**config.mk**
```make
export PLATFORM = sky130hd
export DESIGN_NAME = nbgs_sqrt_cell
export DESIGN_NICKNAME = d
export VERILOG_FILES = /design/src/rtl/nbgs_sqrt_cell.sv
export SDC_FILE = /design/constraint.sdc
export NUM_CORES = 1
export LEC_CHECK = 0
export BUFFER_PORTS_ARGS = -buffer_cell sky130_fd_sc_hd__buf_2
export CAP_MARGIN = 20
export CORE_MARGIN = 2
export CORE_UTILIZATION = 47
export DETAILED_ROUTE_END_ITERATION = 8
export PLACE_DENSITY_LB_ADDON = 0.25
export SYNTH_ARGS = -nofsm -noshare
export SYNTH_HDL_FRONTEND = slang
export SYNTH_SLANG_ARGS = --single-unit
```
**constraint.sdc**
```tcl
create_clock -name clk -period 4.7 [get_ports clk]
set_clock_uncertainty 0.05 [all_clocks]
set_input_delay 0.47 -clock clk [delete_from_list [all_inputs] [get_ports clk]]
set_output_delay 0.47 -clock clk [all_outputs]
set_load 0.05 [all_outputs]
```
**src/rtl/nbgs_sqrt_cell.sv**
```systemverilog
// One digit-by-digit square root cell: one root bit per cell, registered.
module nbgs_sqrt_cell #(
  parameter int RW = 8
) (
  input  logic              clk,
  input  logic [RW+1:0]     in_rem,
  input  logic [RW-1:0]     in_root,
  input  logic [2*RW-1:0]   in_rad,
  output logic [RW+1:0]     out_rem,
  output logic [RW-1:0]     out_root,
  output logic [2*RW-1:0]   out_rad
);

  logic [RW+2:0]   t;
  logic [RW+2:0]   trial;
  logic [RW+2:0]   diff;
  logic            ge;
  logic [RW+1:0]   rem_r;
  logic [RW-1:0]   root_r;
  logic [2*RW-1:0] rad_r;

  always_comb begin
    t = {in_rem[RW:0], in_rad[2*RW-1:2*RW-2]};
    trial = {1'b0, in_root, 2'b01};
    diff = t - trial;
    ge = (t >= trial);
  end

  always_ff @(posedge clk) begin
    rem_r <= ge ? diff[RW+1:0] : t[RW+1:0];
    root_r <= {in_root[RW-2:0], ge};
    rad_r <= {in_rad[2*RW-3:0], 2'b00};
  end

  assign out_rem = rem_r;
  assign out_root = root_r;
  assign out_rad = rad_r;

endmodule

```
Word level (Yosys, flattened, before mapping)

Cells that the tools add are included.

Add/subtract/negate cells: 1
Magnitude comparators: 1
Multiplexer cells: 1

Operator list:

| cell                                                           | count |
|---|---|
| 11-bit by 10-bit greater-or-equal comparator with 1-bit output | 1 |
| 10-bit 2-to-1 mux                                              | 1 |
| 10-bit subtractor                                              | 1 |

Register bits after elaboration: 32
Bits of input ports: 35
Output and inout port bits: 34
Logic and storage cells: 6

Longest topological paths before layout

Gate-level depths: netlist (run 1).

Depth after elaboration: 2
Depth in mapped cells: 9
Mapped depth without buffers: 7

Worst setup path after synthesis (run 1)

No wires, ideal clock.

Kind: input -> register
Start point: input in_root[4]
End point: register rem_r[3] (netlist: out_rem[3])
Library setup time: 0.121 ns
Arrival time: 2.115 ns
Required time: 4.529 ns
Setup slack: 2.414 ns
Cell stages on the path: 9
Buffers on the path: 2
Cell sequence: inv_1 > ha_1 > buf_6 > nand4_2 > or3_4 > and2_4 > o31ai_1 > buf_6 > mux2_2

Cells in the longest elaborated chain, start to end: 2

Ends and longest elaborated chain:

| what                                                           | RTL line | text |
|---|---|---|
| start, declared                                                | 7        | `input logic [RW-1:0] in_root,` |
| 11-bit by 10-bit greater-or-equal comparator with 1-bit output | 26       | `ge = (t >= trial);` |
| net ge                                                         | 17       | `logic ge;` |
| 10-bit 2-to-1 mux                                              | 30       | `rem_r <= ge ? diff[RW+1:0] : t[RW+1:0];` |
| end signal, assigned                                           | 30       |  |
| end, declared                                                  | 18       | `logic [RW+1:0] rem_r;` |

The timed path passes the listed nets, and every way through them passes these cells.

Final worst setup path (run 1)

Start point: input in_root[4]
End point: register rem_r[6] (netlist: out_rem[6])

Cells in the longest elaborated chain, start to end: 2
Elaborated cells between the ends (all ways): 3

Ends and longest elaborated chain:

| what                                                                                                | RTL line |
|---|---|
| 10-bit subtractor or 11-bit by 10-bit greater-or-equal comparator with 1-bit output (tied branches) | 25, 26 |
| 10-bit 2-to-1 mux *                                                                                 | 30 |

Every way passes the cells marked *; elsewhere a longest branch is shown, timed or not.

==> qor.yml, run 1 <==
global_route:
  globalRoute.totalOverflow: 0
  grt_pass1_vias: 1030
  grt_antenna_before_repair: 0
  grt_max_degree: 12
  grt_pass1_wl_mm: 4.10
  grt_util_all_layers_pct: 16.5
route:
  top_layer_used: "met4"
  drc: 0
  wl_met3_um: 247
  drtPass1Iterations: 4
  via_per_inst: 4.84
  drtAntennaViolNets: 0
  drt_iter0_markers: 28
  vias: 1085
  drt-total-wl_mm: 2.57
  met2_length_mm: 1.23
  post_drt_wl_per_cell_um: 11.5
  wirelength_met1_mm: 1.03
setup_path:
  cpLargestDelayFamily: "compound AO/OA/AOI/OAI gates"
  path_class: "in -> reg"
  critPathArrivalTime_ps: 2750
  crit_fanout: 11
  slowest_stage: "o31ai_2"
  cp_num_buf_inv: 2
  worstSetupEndpointType: "flip-flop"
  critPathRequiredTime_ps: 4880
  start_kind: "primary input"
  max_stage_delay_ps: 830
  cp_cell_sequence: "buf_2 > inv_1 > ha_1 > a21oi_1 > a21boi_0 > nand2_1 > o31ai_2 > mux2_2"
timing:
  rsz0062_at_grt: "no"
  post-route-period-util_pct: 54.7
  setup_viol: 0
  hold_viol_final: 0
  fin_ws_ps: 2130
  worstMarginPinSlew_ps: 1040
  max_slew_margin_pct: 30.5
  final.setup.tns_ps: 0
  slew_viol_final: 0
  fmax_mhz: 389
  period_minus_slack_ps: 2570
min_path:
  hold_path_class: "in -> reg"
die:
  die_x_um: 57.0
  core.rowCount: 19
  die_y_um: 57.0
  initial_core_util_pct: 48.8
  dieArea_mm2: 0.00325
  pin_count: 69
  core_area_mm2: 0.00271
synthesis:
  synth_top_area_share_pct: 48.4
  yosys-top-cells-area: "dfxtp_1 48%, ha_1 9.5%, mux2_2 6.0%"
  avgSynthCellArea_um2: 10.7
  netlist_area_mm2: 0.00132
  ys_types: 35
  synth_top_area_cell: "dfxtp_1"
  synthFlopType: "dfxtp_1"
  synth.yosys.seq_area_share_pct: 48.4
  synth_xor_area_share_pct: 3.31
  synth_adder_area_share_pct: 9.46
  synth-edff-count: 0
  synth_top_family_by_area: "compound AO/OA/AOI/OAI gates"
  synth_seq_cells: 32
  synth_compound_area_share_pct: 12.5
  synthCells: 124
  ys_async_sr_fraction_pct: 0
  muxShareOfSynthArea_pct: 6.72
  synthSimpleGateAreaFrac_pct: 12.5
  ys.warnings.count: 0
finish:
  layout-drive-gt1-share_pct: 46.1
  nFillCells: 245
  diodes: 0
  fin_nets: 237
  area_growth_pct: 30.8
  fin_area_mm2: 0.00173
run_status:
  status: "complete, no violations"
power:
  powerDensity_mw_per_mm2: 422
  finalPower_mw: 0.731
  leakagePower_nw: 0.879
  ir_drop_v: 0.000330
placement:
  dp_slack_ps: 1760
  hpwl_mm: 2.01
  placement.io_buffers: 65
  place_area_mm2: 0.00165
  gp_congestion: 0.775
clock_tree:
  cts_tree: "built"
  numCtsBuffers: 5
  clock-sinks: 32
  clock_path_buffers: 2
  cts_post_setup_buffers_inserted: 0
  ctsResizeCount: 0
  root_buffer: "clkbuf_4"
  holdBufCountCts: 0
  clk_pin_slew_worst_paths_ps: 100
  cts.htree.levels: 2
run:
  cap_violations: 0
## cell usage after synthesis, drive strengths merged, types with 2 or more instances
| cell | number |
|---|---|
| inv | 12 |
| o21ai | 2 |
| a211oi | 4 |
| a21boi | 2 |
| dfxtp | 32 |
| nand2 | 5 |
| nor3 | 2 |
| buf | 5 |
| nand2b | 3 |
| ha | 10 |
| xnor2 | 4 |
| nand3 | 2 |
| and2b | 2 |
| nor2 | 8 |
| a21oi | 6 |
| mux2 | 7 |
| o211ai | 3 |
## placed cells by master, fill, tap and decap left out, types with 2 or more instances in the layout
cell type,count
a21boi_0,2
o211ai_1,2
dfxtp_1,32
o21ai_0,2
conb_1,2
buf_2,65
nand2_1,5
inv_1,12
a21oi_1,6
nor2_1,8
mux2_2,7
and2b_2,2
clkbuf_4,5
nor3_1,2
xnor2_1,4
ha_1,10
nand2b_1,3
a211oi_1,3
nand3_1,2
## routing by layer
| metal | up-vias | global-route usage [%] |
|---|---|---|
| met1 | 478 | 17.5 |
| met3 | 6 | 7.26 |
| met2 | 49 | 27.6 |
| met5 | - | 0 |
| met4 | 0 | 8.97 |
| li1 | 552 | - |
## flip-flops by register name, summed over array words and instances (netlist names)
name / cells
out_rad: 14
out_rem: 10
out_root: 8
## cells by family after synthesis
group / count (synthesis)
compound gates: 23
xor+xnor: 5
fa+ha+maj: 10
buf+inv: 17
flops: 32
mux: 8
other cells: 1
simple gates: 28
## where the power goes
group	total [mW]	switching (mW)	internal (mW)
Clock	0.204	0.0929	0.111
Sequential	0.303	0.00525	0.298
Combinational	0.224	0.156	0.0682
Total	0.731	0.254	0.477
## worst paths after layout
kind | start | to | cells past startpoint
max | in_root[4] | out_rem[6] | 8
min | in_rad[10] | out_rad[12] | 1
## final cells by class
type / instances / area (um^2) / share of cell area (%)
clock buffers: 5 / 37.5 / 2.17
clock inverters: 3 / 42.5 / 2.46
multi-input cells: 76 / 601 / 34.7
repair buffers: 65 / 325 / 18.8
well taps: 31 / 38.8 / 2.24
inverters: 12 / 45.0 / 2.60
flip-flops and latches: 32 / 641 / 37.0
## stage by stage
stage,std cells,hold slack [ps],util [%]
after floorplan,125,448,-
after global placement,216,522,60.9
after detailed placement,216,524,60.9
after CTS,224,164,63.9
after global routing,224,157,63.9
final,224,180,63.9
(Power assumes the default switching activity.)
==> run 2: changes to the inputs <==
--- a/config.mk
+++ b/config.mk
@@ -8,7 +8,7 @@
 export BUFFER_PORTS_ARGS = -buffer_cell sky130_fd_sc_hd__buf_2
 export CAP_MARGIN = 20
 export CORE_MARGIN = 2
-export CORE_UTILIZATION = 47
+export CORE_UTILIZATION = 40
 export DETAILED_ROUTE_END_ITERATION = 8
 export PLACE_DENSITY_LB_ADDON = 0.25
 export SYNTH_ARGS = -nofsm -noshare
==> constraint.sdc (replaced) <==
create_clock -name clk -period 2.3 [get_ports clk]
set_clock_uncertainty 0.05 [all_clocks]
set_input_delay 0.23 -clock clk [delete_from_list [all_inputs] [get_ports clk]]
set_output_delay 0.23 -clock clk [all_outputs]
set_load 0.05 [all_outputs]
==> qor.yml, run 2 (synthesized netlist as in run 1, its figures left out) <==
run_status:
  status: "complete, no violations"
finish:
  fin_util_pct: 66.3
  fin_nets: 272
  diodes: 0
  fin_area_mm2: 0.00206
  layout-drive-gt1-share_pct: 44.7
  final_common_cell: "buf_2"
  largest_register_ffs: 14
  mostFrequentLayoutCells: "65 x buf_2, 32 x dfxtp_1, 21 x dlygate4sd3_1"
  area_growth_pct: 55.6
setup_path:
  worstSetupEndpointType: "flip-flop"
  crit_fanout: 8
  start_kind: "primary input"
  critPathRequiredTime_ps: 2490
  critPathArrivalTime_ps: 2290
  path_class: "in -> reg"
die:
  initial_core_util_pct: 42.6
  pin_count: 69
  die_y_um: 61.5
  core.rowCount: 20
  dieArea_mm2: 0.00378
  die_x_um: 61.5
  core_area_mm2: 0.00310
route:
  drtPass1Iterations: 4
  drt-total-wl_mm: 3.34
  vias: 1259
  drc: 0
  post_drt_wl_per_cell_um: 12.3
  via_per_inst: 4.63
  drt_iter0_markers: 48
  drtAntennaViolNets: 0
power:
  powerDensity_mw_per_mm2: 757
  ir_drop_v: 0.000322
  finalPower_mw: 1.56
  leakagePower_nw: 1.04
global_route:
  grt_util_all_layers_pct: 19.2
  grt_max_degree: 12
  grt_pass1_vias: 1223
  grt_pass1_wl_mm: 5.21
  grt_antenna_before_repair: 0
  globalRoute.totalOverflow: 0
min_path:
  hold_path_class: "in -> reg"
timing:
  post-route-period-util_pct: 91.6
  fmax_mhz: 475
  final.setup.tns_ps: 0
  setup_viol: 0
  period_minus_slack_ps: 2110
  slew_viol_final: 0
  hold_viol_final: 0
  rsz0062_at_grt: "no"
clock_tree:
  ctsResizeCount: 0
  cts_tree: "built"
  cts.htree.levels: 2
  root_buffer: "clkbuf_4"
  clock-sinks: 32
  numCtsBuffers: 5
  clock_path_buffers: 2
  clk_pin_slew_worst_paths_ps: 100
run:
  cap_violations: 0
placement:
  place_area_mm2: 0.00176
  hpwl_mm: 2.30
  gp_congestion: 0.855
  placement.io_buffers: 65
-- run 2: final timing paths --
path	endpoint	start	cells past startpoint	slack, ps
min	out_rem[5]	in_rem[3]	2	80
max	out_rem[6]	in_root[2]	11	190
-- run 2: layer usage --
metal | part of all wire (%) | vias up | track usage (%)
li1 | - | 624 | -
met1 | 40 | 571 | 20.2
met2 | 49 | 59 | 35.2
met3 | 9.8 | 5 | 6.51
met4 | 1.5 | 0 | 7.29
met5 | 0 | - | 0
-- run 2: power breakdown --
| part | leakage [nW] | internal [mW] | switching [mW] |
|---|---|---|---|
| sequential | 0.270 | 0.609 | 0.0140 |
| clock | 0.0422 | 0.228 | 0.188 |
| combinational | 0.723 | 0.188 | 0.332 |
-- run 2: what timing repair did --
| action | CTS | global route |
|---|---|---|
| buffers inserted | 0 | 0 |
| hold endpoints to repair | 21 | 0 |
| hold buffers | 21 | 0 |
-- run 2: final cells by class --
cell class,count,area (um^2)
Inverter,12,45.0
Tap cell,44,55.1
Sequential cell,32,641
Clock buffer,6,41.3
Multi-Input combinational cell,76,601
Clock inverter,2,35.0
Fill cell,260,1040
Timing Repair Buffer,100,641
-- run 2: through the flow --
stage                     hold WS, ps  instances  setup WS [ps]
after global placement            283        242           -260
after detailed placement          284        242           -331
after CTS                        78.7        271           28.9
final                            83.6        272            194
after global routing             76.6        272           77.7
after floorplan                   208        125            254
-- run 2: worst max-delay path, stage by stage --
cell and delay [ps]:
buf_2 80, inv_1 30, ha_1 320, buf_4 130, buf_4 100, nand4_2 110
or3_4 410, and2_4 150, o31ai_2 100, buf_4 270, mux2_2 360
