**src/rtl/nbgs_div_cell.sv**
```systemverilog
// One restoring-division cell: one quotient bit per cell, registered.
module nbgs_div_cell #(
  parameter int DW = 8,
  parameter int QW = 8,
  parameter int SW = 1
) (
  input  logic              clk,
  input  logic              rst_n,
  input  logic              in_v,
  input  logic [DW+QW:0]    in_rem,
  input  logic [DW-1:0]     in_dvs,
  input  logic [SW-1:0]     in_side,
  output logic              out_v,
  output logic [DW+QW:0]    out_rem,
  output logic [DW-1:0]     out_dvs,
  output logic [SW-1:0]     out_side
);

  logic [DW+QW:0] sh;
  logic [DW+1:0]  diff;
  logic [DW+QW:0] rem_nxt;
  logic           v_r;
  logic [DW+QW:0] rem_r;
  logic [DW-1:0]  dvs_r;
  logic [SW-1:0]  side_r;

  // rem holds {partial remainder, numerator bits left / quotient bits so far}
  always_comb begin
    sh = {in_rem[DW+QW-1:0], 1'b0};
    diff = {1'b0, sh[DW+QW:QW]} - {2'b00, in_dvs};
    rem_nxt = diff[DW+1] ? sh : {diff[DW:0], sh[QW-1:1], 1'b1};
  end

  always_ff @(posedge clk) begin
    if (!rst_n) begin
      v_r <= 1'b0;
    end else begin
      v_r <= in_v;
    end
  end

  always_ff @(posedge clk) begin
    rem_r <= rem_nxt;
    dvs_r <= in_dvs;
    side_r <= in_side;
  end

  assign out_v = v_r;
  assign out_rem = rem_r;
  assign out_dvs = dvs_r;
  assign out_side = side_r;

endmodule

```
**config.mk**
```make
export PLATFORM = sky130hd
export DESIGN_NAME = nbgs_div_cell
export DESIGN_NICKNAME = d
export VERILOG_FILES = /design/src/rtl/nbgs_div_cell.sv
export SDC_FILE = /design/constraint.sdc
export NUM_CORES = 1
export LEC_CHECK = 0
export ABC_AREA = 1
export BUFFER_PORTS_ARGS = -buffer_cell sky130_fd_sc_hd__buf_2
export CORE_UTILIZATION = 34
export CTS_BUF_LIST = sky130_fd_sc_hd__clkbuf_8 sky130_fd_sc_hd__clkbuf_16
export DETAILED_ROUTE_END_ITERATION = 10
export PLACE_DENSITY = 0.7
export SLEW_MARGIN = 20
export SYNTH_ARGS = -nofsm -noshare
export SYNTH_HDL_FRONTEND = slang
export SYNTH_SLANG_ARGS = --single-unit
```
**constraint.sdc**
```tcl
create_clock -name clk -period 1.4 [get_ports clk]
set_input_delay 0.14 -clock clk [delete_from_list [all_inputs] [get_ports clk]]
set_output_delay 0.14 -clock clk [all_outputs]
set_load 0.03 [all_outputs]
```
---- Word-level counts from Yosys, hierarchy flattened ----
Cells that the tools add are included.
operators by class
  mux-type cells .......................... 1
  $add $sub $neg .......................... 1
operator list
  cell          count
  $mux 17       1
  $sub 9x8->10  1
storage, ports and cells
  input bits .............................. 29
  flip-flop bits (word level) ............. 27
  output and inout bits ................... 27
  word-level logic and storage cells ...... 6

---- Depth between registers and ports, before layout ----
Gate-level depths: netlist (run 1).
  depth after elaboration ................. 2
  mapped depth ............................ 11
  depth with buffers taken out ............ 10

---- Least setup slack after synthesis (run 1) ----
Ideal clock, no wire load.
  path kind ............................... in2reg
  start point ............................. input in_rem[7]
  end point ............................... register rem_r[16] (netlist: out_rem[16])
  stages on the path ...................... 9
  data required time ...................... 1.286 ns
  setup time .............................. 0.114 ns
  setup slack ............................. -0.015 ns
  arrival time ............................ 1.301 ns
  buffers on the path ..................... 0
  path through ............................ inv_1 ha_1 fa_1 o21ai_0 nand3_1 nand2_1 nand2_1 nand2_2 nor2_2
on the way
  word-level cells in the longest chain between the ends .. 2
ends and longest elaborated chain
  item                  RTL line  source
  from (decl)           10        input logic [DW+QW:0] in_rem,
  $sub 9x8->10          30        diff = {1'b0, sh[DW+QW:QW]} - {2'b00, in_dvs};
  $mux 17               31        rem_nxt = diff[DW+1] ? sh : {diff[DW:0], sh[QW-1:1], 1'b1};
  net rem_nxt[16]       21        logic [DW+QW:0] rem_nxt;
  to (signal assigned)  43        rem_r <= rem_nxt;
  to (decl)             23        logic [DW+QW:0] rem_r;
The timed path passes the listed nets, and every way through them passes these cells.
A chain may end at the register's enable or synchronous reset.

---- Final worst setup path (run 1) ----
Same ends and word-level chain as after synthesis.

==> results of run 1 <==
==> stage by stage <==
step           TNS [ns]  power (mW)
4_1_cts               0        1.95
5_1_grt               0        2.07
2_1_floorplan         0        1.28
3_3_place_gp     -0.837        1.47
6_report              0        1.94
3_5_place_dp      -1.03        1.48
==> where the power goes <==
part	internal, mW	switching (mW)	leakage, nW
Sequential	0.844	0.0153	0.228
Clock	0.202	0.252	0.0217
Combinational	0.249	0.378	0.781
Total	1.30	0.645	1.03
==> flip-flops by register name (all words and copies together) (netlist names) <==
register / flops
out_rem: 17
out_dvs: 8
out_v: 1
out_side: 1
==> final cells by class <==
| class | instances | area [sq um] | share of cell area, % |
|---|---|---|---|
| clock buffer | 3 | 41.3 | 2.24 |
| clock inverter | 1 | 7.51 | 0.407 |
| inverter | 31 | 116 | 6.31 |
| multi-input combinational | 95 | 558 | 30.3 |
| sequential | 27 | 541 | 29.3 |
| tap | 46 | 57.6 | 3.12 |
| timing repair buffer | 81 | 523 | 28.4 |
==> worst max-delay path, stage by stage <==
cell and delay [ns]:
buf_2 0.07, inv_1 0.04, ha_1 0.22, fa_1 0.43, o21ai_1 0.19, nand3_1 0.09
nand2_1 0.08, nand2_1 0.06, nand2_2 0.07, nor2_2 0.03
==> layer usage <==
metal,global-route usage (%),up-vias,share of wire [%]
met4,5.71,0,1.5
li1,-,640,-
met3,1.86,4,5.5
met1,15.6,502,45
met2,25.7,37,48
met5,0,-,0
==> cell usage in the layout (no fill, tap or decap) <==
cell	synthesis	layout
buf_2	0	54
nand2_1	46	46
inv_1	31	31
dfxtp_1	27	27
dlygate4sd3_1	0	15
buf_4	0	11
ha_1	8	8
nor2_1	6	6
nand4_1	5	5
o21ai_1	4	5
nand3_2	4	4
nand2_2	3	3
a21oi_1	3	3
nand3_1	3	3
xnor2_1	3	3
clkbuf_8	0	3
nor2_2	2	2
nand3b_1	2	2
nor2_4	1	1
a21oi_2	1	1
nand3_4	1	1
or2_2	1	1
fa_1	1	1
clkinvlp_4	0	1
buf_12	0	1
==> logic make-up (layout without fill, tap and decap cells) <==
| group | after synthesis | count (layout) | synth area share (%) |
|---|---|---|---|
| xor gates and xnor gates | 3 | 3 | 2.14 |
| adders and majority gates | 9 | 9 | 9.80 |
| AOI/OAI and AO/OA | 9 | 9 | 3.98 |
| DFF | 27 | 27 | 44.1 |
| buffers and inverters | 32 | 116 | 10.4 |
| and+or+nand+nor | 74 | 74 | 29.6 |
==> synth_stat cells <==
cell / number / share of area, %
fa_1: 1 / 1.6
nor2_2: 2 / 1.0
nand2_2: 3 / 1.5
o21ai_0: 1 / 0.41
xnor2_1: 3 / 2.1
buf_6: 1 / 0.92
o21ai_1: 4 / 1.6
nand3_4: 1 / 1.4
nand2_1: 46 / 14
a21oi_1: 3 / 1.2
nand3_2: 4 / 3.3
ha_1: 8 / 8.2
a21oi_2: 1 / 0.71
or2_2: 1 / 0.51
nand3_1: 3 / 1.2
nand3b_1: 2 / 1.2
inv_1: 31 / 9.5
nor2_1: 6 / 1.8
dfxtp_1: 27 / 44
nor2_4: 1 / 0.92
nand4_1: 5 / 2.6
==> worst max path at each step <==
stage / to / cells after the start
5_1_grt: out_rem[16] / 10
4_1_cts: out_rem[16] / 10
6_report: out_rem[16] / 10
3_5_place_dp: out_rem[16] / 10
3_3_place_gp: out_rem[16] / 10
2_1_floorplan: out_rem[16] / 9
==> impl_metrics.ini, run 1 <==
[drt]
initialDrtViolationCount = 37
route.detailed.drc = 0
drt-total-wl_mm = 2.60
routedWlPerCell_um = 9.14
routed_via_density = 4.17
vias = 1183
drt_pre_antenna_iters = 5
ant_nets = 0

[die]
start_util_pct = 36.2
die_h_um = 62.1
design.die.area_sq_mm = 0.00385
ios = 56
row_count = 21
die_x_um = 62.1
core_sq_mm = 0.00339

[placed_design]
place_area_sq_mm = 0.00165
port-buffer-count = 54
pre_cts_slack_ns = -0.163
gp_congestion = 0.835
place.detailed.instances = 265
post-dp-hpwl_mm = 2.04

[synth]
yosysUniqueCellTypes = 21
syn_avg_cell_area_sq_um = 7.96
yosys_warnings = 0
syn-num-nets = 192
ys_seq_area_share_pct = 44.1
syn_inst = 154
syn_area_sq_mm = 0.00123
synth_seq_cells = 27

[cts]
clk_pin_slew_ns = 0.09
hold_buffers = 15
cts_buffers = 3
post_cts_resized = 0
clkSinkCount = 27
cts_tree = done
postCtsSetupBuffers = 0
root_buffer = clkbuf_8
clockBufferDepth = 2
htreeDepth = 1

[finish]
nNetsFinal = 277
fill_cells = 319
fin_util_pct = 54.4
drive_gt1_share_pct = 34.9
syn_to_final_growth_pct = 50.4
stdcell_count = 284
diodes = 0
stdcell_area_sq_mm = 0.00184

[timing]
max_freq_mhz = 797
worstMarginPinSlew_ns = 0.270
report.final.slew_viol_count = 0
setup_ws_ns = 0.146
hold_viol = 0
post-route-min-period_ns = 1.25
finalCritPeriodShare_pct = 89.6
holdWs_ns = 0.00993
relSlewSlack_pct = 82.0
finalSetupViolCount = 0
grt_setup_unrepaired = no

[grt]
grt_pass1_wl_mm = 3.90
grt_max_degree = 17
first_global_vias = 992
grt_use_total_pct = 13.8
antenna_found_initial = 0
grt-ovfl-total = 0

[hold_path]
min_path_type = input port to register
hold_end = out_dvs[1]
min_from = in_dvs[1]
hold_depth = 1

[power]
ir_worst_vdd_mv = 0.447
power_density_mw_per_mm2 = 1050
p_leak_nw = 1.03

[worst_setup_path]
startpoint_type = input port
worstSetupPathType = input port to register
worst_ep_arrival_time_ns = 1.43
crit_path_end_kind = register
startpoint = in_rem[7]
critPathMaxFanout = 3
required_ns = 1.58

[outcome]
outcome = finished clean

[flow_run]
maxCapViolCount = 0
Power figures use the tool's default switching activity.
==> run 2: changes to the inputs <==
PLACE_DENSITY = unset   (was 0.7)
==> run 2 against run 1 <==
Compared with the run above: sequential cell count unchanged; largest power group unchanged; critical endpoint unchanged; core utilization up 1.6 points; critical path type unchanged; wire length up 4.0%; clock power down 3%; die area unchanged; final cell count up 2.5%; via count up 1.6%; first-iteration DRC count up 22%; global-route usage up 0.91 points; fmax up 1.2%; count of clock-buffer cells in the layout unchanged.
==> impl_metrics.ini, run 2 (synthesis gave the netlist of run 1 again) <==
[flow_run]
maxCapViolCount = 0

[drt]
routed_via_density = 4.13
vias = 1202
ant_nets = 0
met1Wirelength_mm = 1.28
drt-total-wl_mm = 2.70
wl_met3_um = 188
top_layer_used = met4
drt_pre_antenna_iters = 4
initialDrtViolationCount = 45
wl_met2_mm = 1.20
route.detailed.drc = 0
routedWlPerCell_um = 9.28

[cts]
root_buffer = clkbuf_8
hold_buffers = 15
clkSinkCount = 27
cts_buffers = 3
post_cts_resized = 0
htreeDepth = 1
clk_pin_slew_ns = 0.09
clockBufferDepth = 2
postCtsSetupBuffers = 0
cts_tree = done

[finish]
drive_gt1_share_pct = 36.3
layout_commonest_cell = buf_2
diodes = 0
stdcell_count = 291
syn_to_final_growth_pct = 54.7
largest_reg_flops = 17
multiInputGateArea_sq_um = 558
nNetsFinal = 284
seq_area_sq_um = 541
fill_cells = 330
final_cell_mix = 54 x buf_2, 46 x nand2_1, 31 x inv_1, 27 x dfxtp_1, 17 x buf_4

[power]
ir_worst_vdd_mv = 0.372
power_density_mw_per_mm2 = 1030
swShare_pct = 32.8
p_int_mw = 1.31
finalPower_mw = 1.95
pwr-share-seq_pct = 44.1
combinationalPowerShare_pct = 33.2
switchingPower_uw = 638
clock_power_share_pct = 22.6
p_leak_nw = 1.07

[timing]
report.final.slew_viol_count = 0
max_freq_mhz = 807
finalCritPeriodShare_pct = 88.5
finalSetupTns_ns = 0
holdWs_ns = 0.0473
hold_viol = 0
finalSetupViolCount = 0
relSlewSlack_pct = 88.6
grt_setup_unrepaired = no
worstMarginPinSlew_ns = 0.172
post-route-min-period_ns = 1.24

[worst_setup_path]
worst_ep_arrival_time_ns = 1.42
crit_path_end_kind = register
startpoint_type = input port
critPathMaxFanout = 3
required_ns = 1.58
worstSetupPathType = input port to register

[grt]
grt_max_degree = 16
first_global_vias = 1016
antenna_found_initial = 0
grt_use_total_pct = 14.7
grt-ovfl-total = 0
grt_pass1_wl_mm = 4.08

[hold_path]
min_path_type = input port to register

[placed_design]
port-buffer-count = 54
gp_congestion = 0.759
post-dp-hpwl_mm = 2.00
place.detailed.instances = 271

[die]
row_count = 21
design.die.area_sq_mm = 0.00385
ios = 56
die_h_um = 62.1
start_util_pct = 36.2
die_x_um = 62.1
core_sq_mm = 0.00339

[outcome]
outcome = finished clean
-- run 2: cell count changes in the layout (fill, tap and decap cells not counted), sizes merged --
cell and change:
clkinv +1, clkinvlp -1, buf +6, dlygate4sd3 +1
-- run 2: per-layer routing --
metal,vias to the layer above,global-route usage [%]
li1,649,-
met2,42,26.1
met1,506,17.1
met3,5,3.11
met5,-,0
met4,0,5.71
-- run 2: per-stage QoR --
| step | area, sq um | utilization, % | setup slack, ns |
|---|---|---|---|
| after floorplan | 1230 | - | 0.0359 |
| after global placement | 1690 | 49.9 | -0.127 |
| after detailed placement | 1690 | 49.9 | -0.150 |
| after CTS | 1890 | 55.7 | 0.144 |
| after global routing | 1900 | 56.0 | 0.0502 |
| final | 1900 | 56.0 | 0.161 |
-- run 2: power by group through the flow --
stage               sequential (mW)  combinational (mW)  clock [mW]
CTS                           0.860               0.649       0.460
floorplan                      1.04               0.240           0
global route                  0.870               0.722       0.501
detailed placement            0.878               0.614           0
finish                        0.859               0.647       0.440
global placement              0.878               0.612           0
-- run 2: path summary, 6_finish.rpt --
| kind | startpoint | endpoint | slack, ns | cells after the start |
|---|---|---|---|---|
| hold / removal | in_v | out_v | 0.05 | 3 |
| setup / recovery | in_rem[7] | out_rem[16] | 0.16 | 10 |
-- run 2: cell type report --
type / count / share of cell area (%)
Clock buffer: 3 / 2.18
Clock inverter: 1 / 0.264
Inverter: 31 / 6.13
Multi-Input combinational cell: 95 / 29.4
Sequential cell: 27 / 28.5
Tap cell: 46 / 3.03
Timing Repair Buffer: 88 / 30.5
-- run 2: critical path, cell delays in order --
cell     delay, ns
buf_2         0.07
inv_1         0.04
ha_1          0.22
fa_1          0.42
o21ai_1       0.19
nand3_1       0.09
nand2_1       0.08
nand2_1       0.06
nand2_2       0.07
nor2_2        0.03
==> run 3: changes to the inputs <==
PLACE_DENSITY = 0.68   (was unset)
SLEW_MARGIN = 30   (was 20)
clock period = 1.6 ns   (was 1.4 ns; I/O delays follow)
==> run 3 against run 2 <==
Compared with the run above: die area is the same; worst setup slack gained 0.13 ns; non-clock buffer count shrank 10; combinational power shrank 16%; count of clock-buffer cells in the layout is the same; global-route usage shrank 1.6 points; first-iteration DRC count shrank 33%; total power shrank 15%; critical path type unchanged; largest power group unchanged.
==> impl_metrics.ini, run 3 (synthesis gave the netlist of run 1 again) <==
[cts]
post_cts_resized = 0
postCtsSetupBuffers = 0
clk_pin_slew_ns = 0.08
cts_buffers = 3
root_buffer = clkbuf_8
cts_tree = done
clockBufferDepth = 2
clkSinkCount = 27
htreeDepth = 1
hold_buffers = 14

[grt]
antenna_found_initial = 0
grt_pass1_wl_mm = 3.68
grt_use_total_pct = 13.1
grt_use_met1_pct = 14.8
grt-ovfl-total = 0
first_global_vias = 982
grtUsageMet3_pct = 1.86
gr-usage-met2_pct = 23.9
grt_max_degree = 16
grt.busiest_layer = met2

[die]
row_count = 21
core_sq_mm = 0.00339
die_x_um = 62.1
design.die.area_sq_mm = 0.00385
start_util_pct = 36.2
ios = 56
die_h_um = 62.1

[finish]
nNetsFinal = 274
drive_gt1_share_pct = 34.5
stdcell_area_sq_mm = 0.00182
layout_commonest_cell = buf_2
diodes = 0
syn_to_final_growth_pct = 48.2
largest_reg_flops = 17
final_cell_mix = 54 x buf_2, 46 x nand2_1, 31 x inv_1, 27 x dfxtp_1, 14 x dlygate4sd3_1

[drt]
routed_via_density = 4.19
initialDrtViolationCount = 30
vias = 1177
drt-total-wl_mm = 2.48
routedWlPerCell_um = 8.83
ant_nets = 0
route.detailed.drc = 0
drt_pre_antenna_iters = 4

[placed_design]
post-dp-hpwl_mm = 1.92
port-buffer-count = 54
place_area_sq_mm = 0.00163
gp_congestion = 0.822

[worst_setup_path]
path_common_cell = nand2_1
cp_cell_sequence = buf_2 > inv_1 > ha_1 > fa_1 > o21ai_0 > nand2_1 > xnor2_1 > nand2_1 > nand2_1
startpoint_type = input port
slowest_delay_ns = 0.39
crit_slowest_cell = fa_1
worst-path-buf-inv = 2
critPathMaxFanout = 2
worstSetupPathType = input port to register
worst_ep_arrival_time_ns = 1.52
crit_path_end_kind = register
required_ns = 1.82
crit_family = adder cells

[timing]
max_freq_mhz = 765
report.final.slew_viol_count = 0
hold_viol = 0
finalCritPeriodShare_pct = 81.7
finalSetupTns_ns = 0
grt_setup_unrepaired = no
relSlewSlack_pct = 85.0
post-route-min-period_ns = 1.31
finalSetupViolCount = 0
worstMarginPinSlew_ns = 0.223

[power]
ir_worst_vdd_mv = 0.334
power_density_mw_per_mm2 = 916
p_leak_nw = 1.02

[hold_path]
min_path_type = input port to register

[flow_run]
maxCapViolCount = 0

[outcome]
outcome = finished clean
run 3: power by group:
part	switching (mW)	internal (mW)	total [mW]
logic	0.329	0.212	0.541
clock network	0.197	0.174	0.371
registers	0.0135	0.738	0.752
total	0.540	1.12	1.66
run 3: area by class of cell:
class	count	area, sq um
Timing Repair Buffer	78	498
Tap cell	46	57.6
Sequential cell	27	541
Fill cell	299	1570
Clock buffer	3	41.3
Inverter	31	116
Multi-Input combinational cell	95	558
Clock inverter	1	5.00
run 3: per-stage QoR:
stage | cells | utilization, % | setup WS, ns | power (mW) | hold slack, ns
floorplan | 154 | - | 0.165 | 1.12 | 0.188
global placement | 263 | 48.1 | -0.00410 | 1.28 | 0.262
detailed placement | 263 | 48.1 | -0.0169 | 1.28 | 0.264
CTS | 281 | 53.6 | 0.274 | 1.69 | 0.000626
global route | 281 | 53.6 | 0.211 | 1.77 | 0.00106
finish | 281 | 53.6 | 0.292 | 1.66 | 0.00381
run 3: final timing paths:
check                      from           to  slack, ns  cells after the start
worst max-delay path  in_rem[7]  out_rem[12]       0.29                      9
worst min-delay path  in_dvs[4]   out_dvs[4]      0.004                      1
run 3: metal layers:
metal  vias to the layer above  wire length, um
met3                         5              151
met1                       503             1110
met5                         -                0
met4                         0               54
met2                        39             1170
li1                        630                -
